File: src/rtl/core/sbcu_pkg.sv
// Types and constants shared by the seven-bit continuation unpacker.
// No dependencies.
package sbcu_pkg;

  localparam int unsigned MaxFrameBytes = 256;
  localparam int unsigned CountW = 9;

  typedef enum logic [1:0] {
    KIND_FULL     = 2'd0,
    KIND_FINAL    = 2'd1,
    KIND_OVERFLOW = 2'd2
  } kind_t;

  typedef struct packed {
    logic [7:0]        data;
    kind_t             kind;
    logic [3:0]        valid_bits;
    logic [CountW-1:0] count;
    logic              last;
  } result_t;

  typedef struct packed {
    logic [7:0]        acc;
    logic [2:0]        bits;
    logic [CountW-1:0] seen;
  } frame_state_t;

endpackage

File: src/rtl/core/sbcu_step.sv
// Per-word decode: merges seven data bits into the accumulator and forms up to
// two results plus the next frame state. Uses sbcu_pkg.
module sbcu_step (
  input  logic [7:0]           coded_byte,
  input  sbcu_pkg::frame_state_t cur,
  output sbcu_pkg::frame_state_t nxt,
  output sbcu_pkg::result_t    res0,
  output sbcu_pkg::result_t    res1,
  output logic [1:0]           num_res
);
  import sbcu_pkg::*;

  logic [14:0]       merged;
  logic              more;
  logic              has_full;
  logic              overflow;
  logic              ends;
  logic [CountW-1:0] count;
  logic [7:0]        acc_new;
  logic [2:0]        bits_new;
  result_t           full_r;
  result_t           end_r;

  always_comb begin
    more     = coded_byte[7];
    count    = cur.seen + CountW'(1);
    merged   = {7'd0, cur.acc} | ({8'd0, coded_byte[6:0]} << cur.bits);
    has_full = (cur.bits != 3'd0);
    overflow = more && (count > CountW'(MaxFrameBytes));
    ends     = !more || overflow;

    if (has_full) begin
      acc_new  = {1'b0, merged[14:8]};
      bits_new = cur.bits - 3'd1;
    end else begin
      acc_new  = merged[7:0];
      bits_new = 3'd7;
    end

    full_r.data       = merged[7:0];
    full_r.kind       = KIND_FULL;
    full_r.valid_bits = 4'd8;
    full_r.count      = count;
    full_r.last       = !ends;

    if (!more) begin
      end_r.data       = acc_new;
      end_r.kind       = KIND_FINAL;
      end_r.valid_bits = {1'b0, bits_new};
    end else begin
      end_r.data       = 8'd0;
      end_r.kind       = KIND_OVERFLOW;
      end_r.valid_bits = 4'd0;
    end
    end_r.count = count;
    end_r.last  = 1'b1;

    if (has_full) begin
      res0 = full_r;
    end else begin
      res0 = end_r;
    end
    res1    = end_r;
    num_res = {1'b0, has_full} + {1'b0, ends};

    if (ends) begin
      nxt = '0;
    end else begin
      nxt.acc  = acc_new;
      nxt.bits = bits_new;
      nxt.seen = count;
    end
  end

endmodule

File: src/rtl/core/seven_bit_continuation_unpacker_top.sv
// Seven-bit continuation unpacker, top level. Uses sbcu_pkg and sbcu_step.
// A result is registered and appears in the cycle after its coded word is accepted.
// Throughput: one word per cycle when it yields at most one result and the output
// is not stalled; a word that yields two holds off the next word until the single
// output port, draining a two-entry result buffer, pops the last entry.
// Reset (synchronous, rst high) clears the frame state and empties the buffer.
module seven_bit_continuation_unpacker_top (
  input  logic       clk,
  input  logic       rst,
  input  logic       in_valid,
  output logic       in_ready,
  input  logic [7:0] coded_byte,
  output logic       out_valid,
  input  logic       out_ready,
  output logic [7:0] data_byte,
  output logic [1:0] result_kind,
  output logic [3:0] valid_bits,
  output logic [8:0] frame_byte_count,
  output logic       last_of_run
);
  import sbcu_pkg::*;

  frame_state_t state;
  frame_state_t state_next;
  result_t      res0;
  result_t      res1;
  logic [1:0]   num_res;
  result_t      slot0;
  result_t      slot1;
  logic [1:0]   fill;
  logic         take;
  logic         pop;

  sbcu_step u_step (
    .coded_byte (coded_byte),
    .cur        (state),
    .nxt        (state_next),
    .res0       (res0),
    .res1       (res1),
    .num_res    (num_res)
  );

  // accept only when the buffer is empty after this cycle's pop
  assign in_ready = (fill == 2'd0) || ((fill == 2'd1) && out_ready);
  assign take     = in_valid && in_ready;
  assign pop      = out_valid && out_ready;

  always_ff @(posedge clk) begin
    if (rst) begin
      state <= '0;
      fill  <= 2'd0;
    end else begin
      if (take) begin
        state <= state_next;
        fill  <= num_res;
      end else if (pop) begin
        fill  <= fill - 2'd1;
      end
    end
  end

  always_ff @(posedge clk) begin
    if (take) begin
      slot0 <= res0;
      slot1 <= res1;
    end else if (pop) begin
      slot0 <= slot1;
    end
  end

  assign out_valid        = (fill != 2'd0);
  assign data_byte        = slot0.data;
  assign result_kind      = slot0.kind;
  assign valid_bits       = slot0.valid_bits;
  assign frame_byte_count = slot0.count;
  assign last_of_run      = slot0.last;

endmodule

File: config.mk
export PLATFORM = sky130hd
export DESIGN_NAME = seven_bit_continuation_unpacker_top
export DESIGN_NICKNAME = d
export VERILOG_FILES = /design/src/rtl/core/sbcu_pkg.sv /design/src/rtl/core/sbcu_step.sv /design/src/rtl/core/seven_bit_continuation_unpacker_top.sv
export SDC_FILE = /design/constraint.sdc
export NUM_CORES = 1
export LEC_CHECK = 0
export BUFFER_PORTS_ARGS = -buffer_cell sky130_fd_sc_hd__buf_4
export CORE_ASPECT_RATIO = 0.9
export CORE_MARGIN = 2
export CORE_UTILIZATION = 52
export CTS_CLUSTER_DIAMETER = 40
export CTS_CLUSTER_SIZE = 24
export DETAILED_ROUTE_END_ITERATION = 8
export GPL_ROUTABILITY_DRIVEN = 0
export GPL_TIMING_DRIVEN = 0
export PLACE_DENSITY = 0.72
export SYNTH_ARGS = -nofsm -noshare
export SYNTH_HDL_FRONTEND = slang
export SYNTH_SLANG_ARGS = --single-unit
export TNS_END_PERCENT = 100
File: constraint.sdc
create_clock -name clk -period 2.4 [get_ports clk]
set_clock_uncertainty 0.1 [all_clocks]
set_input_delay 0.36 -clock clk [delete_from_list [all_inputs] [get_ports clk]]
set_output_delay 0.36 -clock clk [all_outputs]
set_load 0.01 [all_outputs]
Word-level counts from Yosys, hierarchy flattened
Cells that the tools add are included.
Storage, ports and cells
  register bits: 69
  bits in latches: 0
  bits in writable memories: 0
  ROM bits: 0
  input port bits: 12
  memories kept: 0
Cells by class
  add/subtract/negate cells: 4
  multipliers: 0
  divide/modulo/power cells: 0
  $lt $le $gt $ge: 1
  equal/unequal tests: 1
  shift-type cells: 1
  multiplexer cells: 9
  bitwise logic cells: 1
  reductions and logical operators: 12
Operator list (number)
  24-bit two-way mux: 3
  20-bit two-way mux: 1
  8-bit by 15-bit OR with 15-bit output: 1
  7-bit by 3-bit left shift with 15-bit output: 1
  14-bit two-way mux: 1
  9-bit by 1-bit adder with 9-bit output, second input constant: 1
  9-bit > comparator, second input constant: 1
  8-bit two-way mux: 1
  1-bit logical AND: 4
  2-bit two-way mux: 2
  2-bit nonzero test: 2
  3-bit two-way mux: 1
  3-bit nonzero test: 1
  3-bit by 1-bit subtractor with 3-bit output, second input constant: 1
  1-bit by 1-bit adder with 2-bit output: 1
  2-bit by 1-bit == test with 1-bit output, second input constant: 1
  1-bit zero test: 2
  2-bit zero test: 1
  1-bit logical OR: 2
  2-bit by 1-bit subtractor with 2-bit output, second input constant: 1

Logic depth before layout (Yosys ltp)
Gate-level depths: netlist of run 1.
  depth in word-level cells: 7
  depth in mapped cells: 9
  mapped depth without buffers: 8

Modules after synthesis
A second synthesis of run 1 with hierarchy kept.
Second synthesis, totals
  cells, all modules: 347
  area, all modules: 3756.1 um^2
By module, submodules not included
  seven_bit_continuation_unpacker_top: instances 1, cells an instance 186, area each 2745.1 um^2, seq. area each 1881.8 um^2
  sbcu_step: instances 1, cells an instance 161, area each 1011.0 um^2, seq. area each 0.0 um^2

Least setup slack after synthesis of run 1
No wires, ideal clock.
  path kind: register -> register
  start: register state[10] (netlist bit)
  end: register fill[0]
  library setup time: 0.123 ns
  arrival: 2.280 ns
  data required time: 2.177 ns
  slack: -0.103 ns
  cell stages (with the launch flop): 10
  clock period less this slack: 2.503 ns
  cells stage by stage: dfxtp_1 buf_1 inv_1 ha_1 nor2b_1 inv_1 clkbuf_1 ha_1 o21ai_0 a211oi_1
On the way
  cells in the longest elaborated chain, start to end: 3
Ends and longest elaborated chain
  from (decl): RTL line seven_bit_continuation_unpacker_top.sv:23  | frame_state_t state;
  from (signal assigned): RTL line seven_bit_continuation_unpacker_top.sv:54  | state <= state_next;
  3-bit nonzero test: RTL line sbcu_step.sv:28  | has_full = (cur.bits != 3'd0);
  1-bit by 1-bit adder with 2-bit output: RTL line sbcu_step.sv:64  | num_res = {1'b0, has_full} + {1'b0, ends};
  2-bit two-way mux: RTL line seven_bit_continuation_unpacker_top.sv:53  | if (take) begin
  to (signal assigned): RTL line seven_bit_continuation_unpacker_top.sv:55  | fill <= num_res;
  to (signal assigned): RTL line seven_bit_continuation_unpacker_top.sv:57  | fill <= fill - 2'd1;
  to (decl): RTL line seven_bit_continuation_unpacker_top.sv:30  | logic [1:0] fill;
Every way passes these cells.
A chain may end at the register's enable or synchronous reset.

Final worst setup path of run 1
  start: register state[3] (netlist bit)
  end: register fill[0]
On the way
  cells in the longest elaborated chain, start to end: 6
Ends and longest elaborated chain
  9-bit by 1-bit adder with 9-bit output: RTL line sbcu_step.sv:26  | count = cur.seen + CountW'(1);
  9-bit > comparator: RTL line sbcu_step.sv:29  | overflow = more && (count > CountW'(MaxFrameBytes));
  1-bit logical AND: RTL line sbcu_step.sv:29
  1-bit logical OR: RTL line sbcu_step.sv:30  | ends = !more || overflow;
  1-bit by 1-bit adder with 2-bit output: RTL line sbcu_step.sv:64
  2-bit two-way mux: RTL line seven_bit_continuation_unpacker_top.sv:53
Every way passes these cells.

==> results of run 1 <==
==> worst max-delay path, cell delays in order, from the launching register on <==
cell      delay (ns)
dfxtp_1         0.32
buf_6           0.14
or4_4           0.56
o311ai_4        0.28
nand4_1         0.21
ha_1            0.34
o21ai_0         0.09
a211oi_1        0.26
==> layer usage <==
layer | track usage | vias to the layer above
met5 | 0 | -
met4 | 0.0800 | 0
met3 | 0.0333 | 4
met2 | 0.272 | 95
met1 | 0.333 | 1135
li1 | - | 1184
==> cell families (layout without fill, tap and decap cells) <==
family	Yosys count	count (layout)
AOI/OAI and AO/OA	74	74
DFF	68	68
buffers and inverters	29	84
xor gates and xnor gates	7	7
muxes	9	9
adders and majority gates	6	6
and+or+nand+nor	105	105
==> synthesized netlist by cell type, drive strengths merged (6+ instances only) <==
| library cell | count | area [sq um] |
|---|---|---|
| clkbuf | 10 | 37.5 |
| nor2 | 21 | 78.8 |
| nand3 | 6 | 35.0 |
| nand2 | 50 | 188 |
| nor3 | 6 | 35.0 |
| dfxtp | 22 | 440 |
| a22o | 9 | 78.8 |
| edfxtp | 46 | 1380 |
| o21ai | 24 | 120 |
| a211oi | 6 | 45.0 |
| ha | 6 | 75.1 |
| inv | 12 | 45.0 |
| a21oi | 16 | 80.1 |
==> area by class of cell <==
class	count	area, sq um
fillers	489	2180
flip-flops and latches	68	1820
multi-input cells	201	1330
repair buffers	41	315
clock buffers	10	138
well taps	72	90.1
plain buffers	13	77.6
clock inverters	6	63.8
inverters	14	56.3
==> state kept, by name, indices dropped and copies added (netlist names) <==
name,cells
last_of_run,1
valid_bits,4
result_kind,2
slot1,22
fill,2
frame_byte_count,9
state,20
data_byte,8
==> final timing paths <==
check	endpoint	slack, ns	startpoint
setup / recovery	fill[0]	0.03	state[3]
hold / removal	fill[0]	0.17	rst
setup reg to reg	fill[0]	0.03	state[3]
hold reg to reg	state[14]	0.37	state[14]
==> metrics by stage <==
step	util	instances	hold slack, ns	total power, mW	setup WS, ns
after detailed placement	0.595	408	0.359	2.64	-0.417
after CTS	0.634	423	0.135	3.62	0.0287
after global placement	0.592	407	0.350	2.61	-0.417
after floorplan	-	298	0.333	2.25	0.0838
final	0.641	425	0.165	3.64	0.0268
after global routing	0.641	425	0.164	3.83	-0.0990
==> cell usage in the layout (no fill, tap or decap), types with 2 or more instances in the layout <==
| cell type | n |
|---|---|
| nand2_1 | 50 |
| edfxtp_1 | 46 |
| buf_4 | 41 |
| dfxtp_1 | 21 |
| nor2_1 | 20 |
| o21ai_0 | 18 |
| a21oi_1 | 16 |
| inv_1 | 11 |
| clkbuf_8 | 10 |
| a22o_1 | 9 |
| o21ai_1 | 6 |
| a21o_1 | 5 |
| nand3_1 | 5 |
| xor2_1 | 5 |
| and2_1 | 5 |
| nor3_1 | 5 |
| clkbuf_1 | 4 |
| a211oi_1 | 4 |
| clkbuf_2 | 4 |
| ha_1 | 4 |
| mux2_2 | 3 |
| clkinvlp_4 | 3 |
| and3_1 | 3 |
| mux2i_1 | 3 |
| mux4_2 | 3 |
| a31oi_1 | 3 |
| o31ai_4 | 3 |
| buf_6 | 2 |
| nand4_1 | 2 |
| nand3b_1 | 2 |
| xnor2_1 | 2 |
| a211oi_2 | 2 |
| a41oi_1 | 2 |
| o21a_1 | 2 |
| nand2b_1 | 2 |
| clkinv_2 | 2 |
==> power by group through the flow <==
stage,clock network (mW),registers [mW],logic [mW]
after floorplan,0,1.70,0.551
after global placement,0,1.64,0.971
after detailed placement,0,1.64,0.999
after CTS,0.963,1.62,1.03
after global routing,1.00,1.65,1.18
final,0.950,1.63,1.06
==> timing repair <==
item,in CTS,in global routing
hold endpoints to repair,0,0
setup endpoints to repair,44,35
setup buffers,0,3
gates cloned,0,0
gates resized for setup,14,9
==> run_results.csv, run 1 <==
group,metric,value,unit
global_route,grt_pass1_wl,10.8,mm
setup_path,critPathLaunchType,"register",
clock_tree,cts.clk_slew.worst_paths,0.07,ns
timing,setup_violations,0,
power_and_ir_drop,p_int,2.49,mW
synth,synth.mux.area_fraction,0.0407,
route,dr_wl_met3,389,um
route,final_antenna_net_count,0,
power_and_ir_drop,p_sw,1.14,mW
route,finalWirelength,6.63,mm
synth,synth_area,0.00323,sq mm
synth,ys_seq_area_frac,0.564,
timing,hold_viol,0,
layout,antennaDiodeCount,0,
synth,yosys.area_share.simple,0.151,
global_route,grt_max_degree,29,
route,dr.pass1.iters,5,
power_and_ir_drop,cellPowerDensity,934,mW/mm^2
worst_hold_path,hp-class,"in2reg",
synth,avgSynthCellArea,10.8,sq um
status,status,"complete, no violations",
route,top_layer,"met4",
route,drc_errors,0,
power_and_ir_drop,max-vdd-ir-drop,0.581,mV
place,dp_hpwl,4.53,mm
timing,rsz0062_at_grt,"true",
power_and_ir_drop,clockPowerShare,0.261,
layout,drive_gt1_frac,0.252,
floorplanning,die_y,78.8,um
synth,synth_flop_cell,"edfxtp_1",
timing,max_freq,421,MHz
synth,synthXorXnorAreaFrac,0.0190,
layout,nets,366,
floorplanning,io_pins,38,
power_and_ir_drop,leakage,1.54,nW
layout,final_cell_area,0.00390,sq mm
floorplanning,dieArea,0.00686,sq mm
layout,syn2layout_area_growth,20.6,%
floorplanning,die_x,87.1,um
clock_tree,cts_buffers,9,
global_route,grt_usage,0.206,
synth,synth_edf_count,46,
synth,synth_warnings,0,
clock_tree,cts_hold_buf,0,
synth,yosysUniqueCellTypes,46,
clock_tree,h-tree-depth,3,
global_route,overflow,0,
clock_tree,clock-sinks,68,
synth,synth_compound_area_frac,0.164,
synth,synth_top_family_by_area,"compound AO/OA/AOI/OAI gates",
global_route,grt_pass1_vias,2102,
route,met2_length,2.84,mm
timing,slew_viol_final,0,
timing,slew_headroom,0.584,
setup_path,worstSetupPathType,"reg2reg",
global_route,antenna_found_initial,0,
timing,worst_pin_slew,0.625,ns
clock_tree,cts_tree,"done",
synth,ys_async_sr_fraction,0,
power_and_ir_drop,swShare,0.314,
timing,post-route-period-util,0.989,
clock_tree,cts_max_path_buffers,2,
route,drtIter0Drc,101,
place,placed_area,0.00362,sq mm
flow_run,cap_viol_max_count,0,
setup_path,reg2reg_depth,7,
setup_path,crit_path_end_kind,"register",
route,wl_met1,3.35,mm
timing,min_period,2.37,ns
synth,syn_nets,316,
floorplanning,initial_core_util,0.531,
setup_path,crit_path_max_fanout,9,
synth,ys_seq_elements,68,
place,io_buffers,37,
clock_tree,root_buffer,"clkbuf_8",
power_and_ir_drop,power_frac_comb,0.292,
synth,synthCells,298,
setup_path,worstPathArrival,2.52,ns
power_and_ir_drop,seq_power_share,0.447,
route,vias_per_cell,5.69,
synth,synth_adder_area_share,0.0232,
worst_hold_path,whs_path_depth,2,
route,vias,2418,
timing,tns,0,ns
floorplanning,core_area,0.00608,sq mm
floorplanning,num_rows,27,
route,routedWlPerCell,15.6,um
setup_path,worstPathRequired,2.55,ns
clock_tree,clock_latency,0.33,ns
Power figures use the tool's default switching activity.
==> inputs of run 2 (changes only) <==
--- a/config.mk
+++ b/config.mk
@@ -16,4 +16,5 @@
 export GPL_TIMING_DRIVEN = 0
 export PLACE_DENSITY = 0.72
+export SETUP_SLACK_MARGIN = 0.1
 export SYNTH_ARGS = -nofsm -noshare
 export SYNTH_HDL_FRONTEND = slang
==> constraint.sdc (replaced) <==
create_clock -name clk -period 2.4 [get_ports clk]
set_clock_uncertainty 0.1 [all_clocks]
set_input_delay 0.24 -clock clk [delete_from_list [all_inputs] [get_ports clk]]
set_output_delay 0.24 -clock clk [all_outputs]
set_load 0.01 [all_outputs]
==> run_results.csv, run 2 (synthesis gave the netlist of run 1 again) <==
group,metric,value,unit
setup_path,worstSetupPathType,"reg2reg",
timing,slew_viol_final,0,
status,status,"complete, no violations",
route,vias,2411,
setup_path,path_cells,"or4_4 -> o311ai_4 -> nand3_2 -> or3_4 -> buf_12 -> o31ai_4",
setup_path,worstPathArrival,2.51,ns
route,vias_per_cell,5.58,
power_and_ir_drop,p_sw,1.17,mW
power_and_ir_drop,cellPowerDensity,892,mW/mm^2
clock_tree,cts.clk_slew.worst_paths,0.08,ns
power_and_ir_drop,p_int,2.37,mW
layout,final_cell_area,0.00397,sq mm
timing,slew_headroom,0.567,
setup_path,crit_path_end_kind,"register",
layout,drive_gt1_frac,0.294,
clock_tree,clock_latency,0.34,ns
power_and_ir_drop,swShare,0.330,
power_and_ir_drop,power.total,3.54,mW
power_and_ir_drop,leakage,1.58,nW
timing,setup_violations,0,
place,io_buffers,37,
setup_path,critical-path-top-delay-family,"simple AND/OR/NAND/NOR gates",
clock_tree,cts_buffers,9,
power_and_ir_drop,power_frac_comb,0.307,
timing,min_period,2.35,ns
layout,n_fill_cell,487,
floorplanning,core_area,0.00608,sq mm
global_route,grt_usage,0.210,
global_route,grt_pass1_vias,2214,
floorplanning,num_rows,27,
timing,worst_pin_slew,0.650,ns
floorplanning,die_y,78.8,um
global_route,grt_max_degree,32,
floorplanning,die_x,87.1,um
layout,largest_reg_flops,22,
route,finalWirelength,6.78,mm
floorplanning,dieArea,0.00686,sq mm
clock_tree,cts_hold_buf,0,
layout,largest-register,"slot1",
layout,fin_util,0.652,
place,place_inst,407,
setup_path,crit_path_max_fanout,6,
global_route,grt_pass1_wl,11.1,mm
flow_run,cap_viol_max_count,0,
clock_tree,clock-sinks,68,
route,final_antenna_net_count,0,
power_and_ir_drop,max-vdd-ir-drop,0.435,mV
clock_tree,h-tree-depth,3,
layout,antennaDiodeCount,0,
floorplanning,initial_core_util,0.531,
clock_tree,cts_max_path_buffers,2,
setup_path,critical_path_buf_inv_count,1,
worst_hold_path,hp-class,"in2reg",
layout,layout_common_cells,"nand2_1, buf_4, edfxtp_1",
route,dr.pass1.iters,5,
place,placed_area,0.00360,sq mm
setup_path,slowest_delay,0.54,ns
route,drc_errors,0,
route,drtIter0Drc,148,
timing,rsz0062_at_grt,"true",
timing,max_freq,425,MHz
layout,syn2layout_area_growth,22.8,%
layout,layout.cells.non_filler,432,
layout,nets,373,
power_and_ir_drop,clockPowerShare,0.236,
clock_tree,cts_tree,"done",
global_route,antenna_found_initial,0,
power_and_ir_drop,seq_power_share,0.457,
place,dp_hpwl,4.49,mm
clock_tree,root_buffer,"clkbuf_8",
timing,post-route-period-util,0.980,
setup_path,worstPathRequired,2.56,ns
global_route,overflow,0,
route,routedWlPerCell,15.7,um
setup_path,critPathLaunchType,"register",
layout,layout_commonest_cell,"nand2_1",
floorplanning,io_pins,38,
timing,hold_viol,0,
setup_path,slowest_stage,"or4_4",
## run 2: changes by cell type in the layout (fill, tap and decap cells not counted), sizes merged
| cell | previous run | this run |
|---|---|---|
| buf | 45 | 50 |
| bufinv | 1 | 0 |
| clkbuf | 19 | 20 |
| clkinv | 4 | 5 |
| inv | 12 | 13 |
## run 2: per-stage QoR
stage | hold slack [ns] | TNS [ns] | setup slack (ns)
5_1_grt | 0.0342 | -0.0377 | -0.0377
6_report | 0.0356 | 0 | 0.0487
3_3_place_gp | 0.355 | -4.36 | -0.279
4_1_cts | 0.0115 | 0 | 0.00618
3_5_place_dp | 0.359 | -4.01 | -0.295
2_1_floorplan | 0.213 | 0 | 0.168
## run 2: path summary, 6_finish.rpt
| path | start | end | slack [ns] | cells past startpoint |
|---|---|---|---|---|
| max | state[4] | state[18] | 0.05 | 6 |
| min | rst | fill[0] | 0.04 | 2 |
| max reg2reg | state[4] | state[18] | 0.05 | 6 |
| min reg2reg | state[15] | state[15] | 0.36 | 2 |
## run 2: area by class of cell
type | count | area [sq um] | area share
inverter | 14 | 56.3 | 0.0142
buffer | 15 | 103 | 0.0259
timing repair buffer | 46 | 363 | 0.0915
clock buffer | 9 | 124 | 0.0312
clock inverter | 7 | 51.3 | 0.0129
sequential | 68 | 1830 | 0.461
multi-input combinational | 201 | 1350 | 0.340
tap | 72 | 90.1 | 0.0227
## run 2: metal layers
| layer | part of all wire | global-route usage | vias to the layer above | wire length (um) |
|---|---|---|---|---|
| li1 | - | - | 1198 | - |
| met2 | 0.43 | 0.288 | 82 | 2900 |
| met4 | 0.019 | 0.0677 | 0 | 126 |
| met1 | 0.50 | 0.323 | 1123 | 3380 |
| met3 | 0.055 | 0.0541 | 8 | 375 |
| met5 | 0 | 0 | - | 0 |
## run 2: power groups by stage
stage | sequential [mW] | combinational, mW | clock [mW]
floorplan | 1.70 | 0.553 | 0
global placement | 1.64 | 0.974 | 0
detailed placement | 1.64 | 0.991 | 0
CTS | 1.62 | 1.02 | 0.850
global route | 1.64 | 1.20 | 0.885
finish | 1.62 | 1.09 | 0.834
## run 2: timing repair
action                                  4_1_cts  5_1_grt
pin swaps                                     0        8
endpoints found under the setup margin       41       46
cloned                                        0        1
endpoints found under the hold margin         0        0
gates resized for setup                      13       29
setup buffers                                 0        8
==> inputs of run 3 (changes only) <==
- PLACE_DENSITY: 0.72 -> 0.75
- TNS_END_PERCENT: 100 -> 1
==> run_results.csv, run 3 (synthesis gave the netlist of run 1 again) <==
group,metric,value,unit
global_route,overflow,0,
power_and_ir_drop,seq_power_share,0.462,
layout,syn2layout_area_growth,20.1,%
route,dr.pass1.iters,4,
clock_tree,h-tree-depth,3,
global_route,grt_pass1_vias,2171,
route,vias,2447,
layout,layout_common_cells,"nand2_1, edfxtp_1, buf_4",
power_and_ir_drop,swShare,0.323,
layout,largest-register,"slot1",
layout,layout.cells.non_filler,425,
place,place_inst,407,
floorplanning,core_area,0.00608,sq mm
global_route,antenna_found_initial,0,
layout,fin_util,0.638,
timing,hold_viol,0,
power_and_ir_drop,cellPowerDensity,904,mW/mm^2
clock_tree,cts_buffers,9,
clock_tree,cts.clk_slew.worst_paths,0.07,ns
clock_tree,clock_latency,0.34,ns
status,status,"complete, no violations",
layout,antennaDiodeCount,0,
timing,max_freq,445,MHz
power_and_ir_drop,clockPowerShare,0.233,
layout,n_fill_cell,483,
floorplanning,num_rows,27,
timing,rsz0062_at_grt,"true",
route,drtIter0Drc,147,
place,io_buffers,37,
global_route,grt_max_degree,32,
global_route,grt_usage,0.207,
timing,min_period,2.25,ns
setup_path,worstSetupPathType,"reg2reg",
power_and_ir_drop,max-vdd-ir-drop,0.617,mV
clock_tree,cts_max_path_buffers,2,
power_and_ir_drop,p_int,2.38,mW
place,dp_hpwl,4.51,mm
worst_hold_path,hp-class,"in2reg",
worst_hold_path,whs_path_depth,2,
layout,nets,367,
setup_path,crit_path_max_fanout,6,
setup_path,crit_path_end_kind,"register",
route,finalWirelength,6.68,mm
setup_path,reg2reg_depth,6,
floorplanning,die_y,78.8,um
route,vias_per_cell,5.76,
route,routedWlPerCell,15.7,um
power_and_ir_drop,p_sw,1.13,mW
clock_tree,clock-sinks,68,
route,drc_errors,0,
clock_tree,root_buffer,"clkbuf_8",
layout,drive_gt1_frac,0.263,
clock_tree,cts_tree,"done",
layout,largest_reg_flops,22,
setup_path,worstPathArrival,2.41,ns
power_and_ir_drop,leakage,1.53,nW
floorplanning,io_pins,38,
floorplanning,die_x,87.1,um
timing,post-route-period-util,0.936,
power_and_ir_drop,power_frac_comb,0.306,
flow_run,cap_viol_max_count,0,
timing,slew_viol_final,0,
setup_path,critPathLaunchType,"register",
route,final_antenna_net_count,0,
timing,worst_pin_slew,0.625,ns
floorplanning,initial_core_util,0.531,
timing,setup_violations,0,
setup_path,worstPathRequired,2.56,ns
layout,layout_commonest_cell,"nand2_1",
floorplanning,dieArea,0.00686,sq mm
global_route,grt_pass1_wl,10.9,mm
timing,slew_headroom,0.584,
==> run 3: power groups by stage <==
stage	Combinational, mW	Clock, mW	Sequential (mW)
2_1_floorplan	0.552	0	1.70
3_3_place_gp	0.969	0	1.64
3_5_place_dp	0.992	0	1.64
4_1_cts	1.03	0.825	1.62
5_1_grt	1.18	0.873	1.64
6_report	1.07	0.817	1.62
==> run 3: worst paths after layout <==
check                  from   endpoint  slack, ns
hold reg to reg   state[14]  state[14]       0.37
setup / recovery   state[4]    fill[0]       0.15
hold / removal          rst    fill[0]       0.04
setup reg to reg   state[4]    fill[0]       0.15
==> run 3: through the flow <==
step / power (mW) / hold slack, ns / cell area, sq um / TNS (ns) / setup WS [ns]
floorplan: 2.25 / 0.213 / 3230 / 0 / 0.0977
global placement: 2.61 / 0.353 / 3600 / -11.74 / -0.326
detailed placement: 2.63 / 0.360 / 3600 / -4.99 / -0.284
CTS: 3.47 / 0.0250 / 3820 / 0 / 0.0149
global route: 3.70 / 0.0301 / 3880 / 0 / 0.0621
finish: 3.51 / 0.0370 / 3880 / 0 / 0.154
==> run 3: cell type report <==
cell class | instances | area, sq um | area share
tap | 72 | 90.1 | 0.0232
clock buffer | 10 | 138 | 0.0355
inverter | 14 | 56.3 | 0.0145
clock inverter | 5 | 28.8 | 0.00741
timing repair buffer | 40 | 300 | 0.0774
sequential | 68 | 1830 | 0.471
buffer | 15 | 95.1 | 0.0245
multi-input combinational | 201 | 1350 | 0.347
==> run 3: routing by layer <==
layer / track usage / vias to the layer above / wire length (um)
li1: - / 1187 / -
met1: 0.307 / 1163 / 3250
met5: 0 / - / 0
met4: 0.0862 / 0 / 87
met2: 0.288 / 89 / 2870
met3: 0.0551 / 8 / 468
==> run 3: repair_timing <==
action / CTS / global route
endpoints found under the setup margin: 41 / 65
hold buffers: 0 / 0
pin swaps: 0 / 5
setup buffers: 0 / 3
gates resized for setup: 16 / 20
hold endpoints to repair: 0 / 0
==> run 3: critical path: stages (launching register included) <==
cell and delay (ns):
dfxtp_2 0.36, or4_4 0.55, o311ai_4 0.32, nand4_1 0.21, ha_1 0.35, o21ai_1 0.07, a211oi_1 0.21
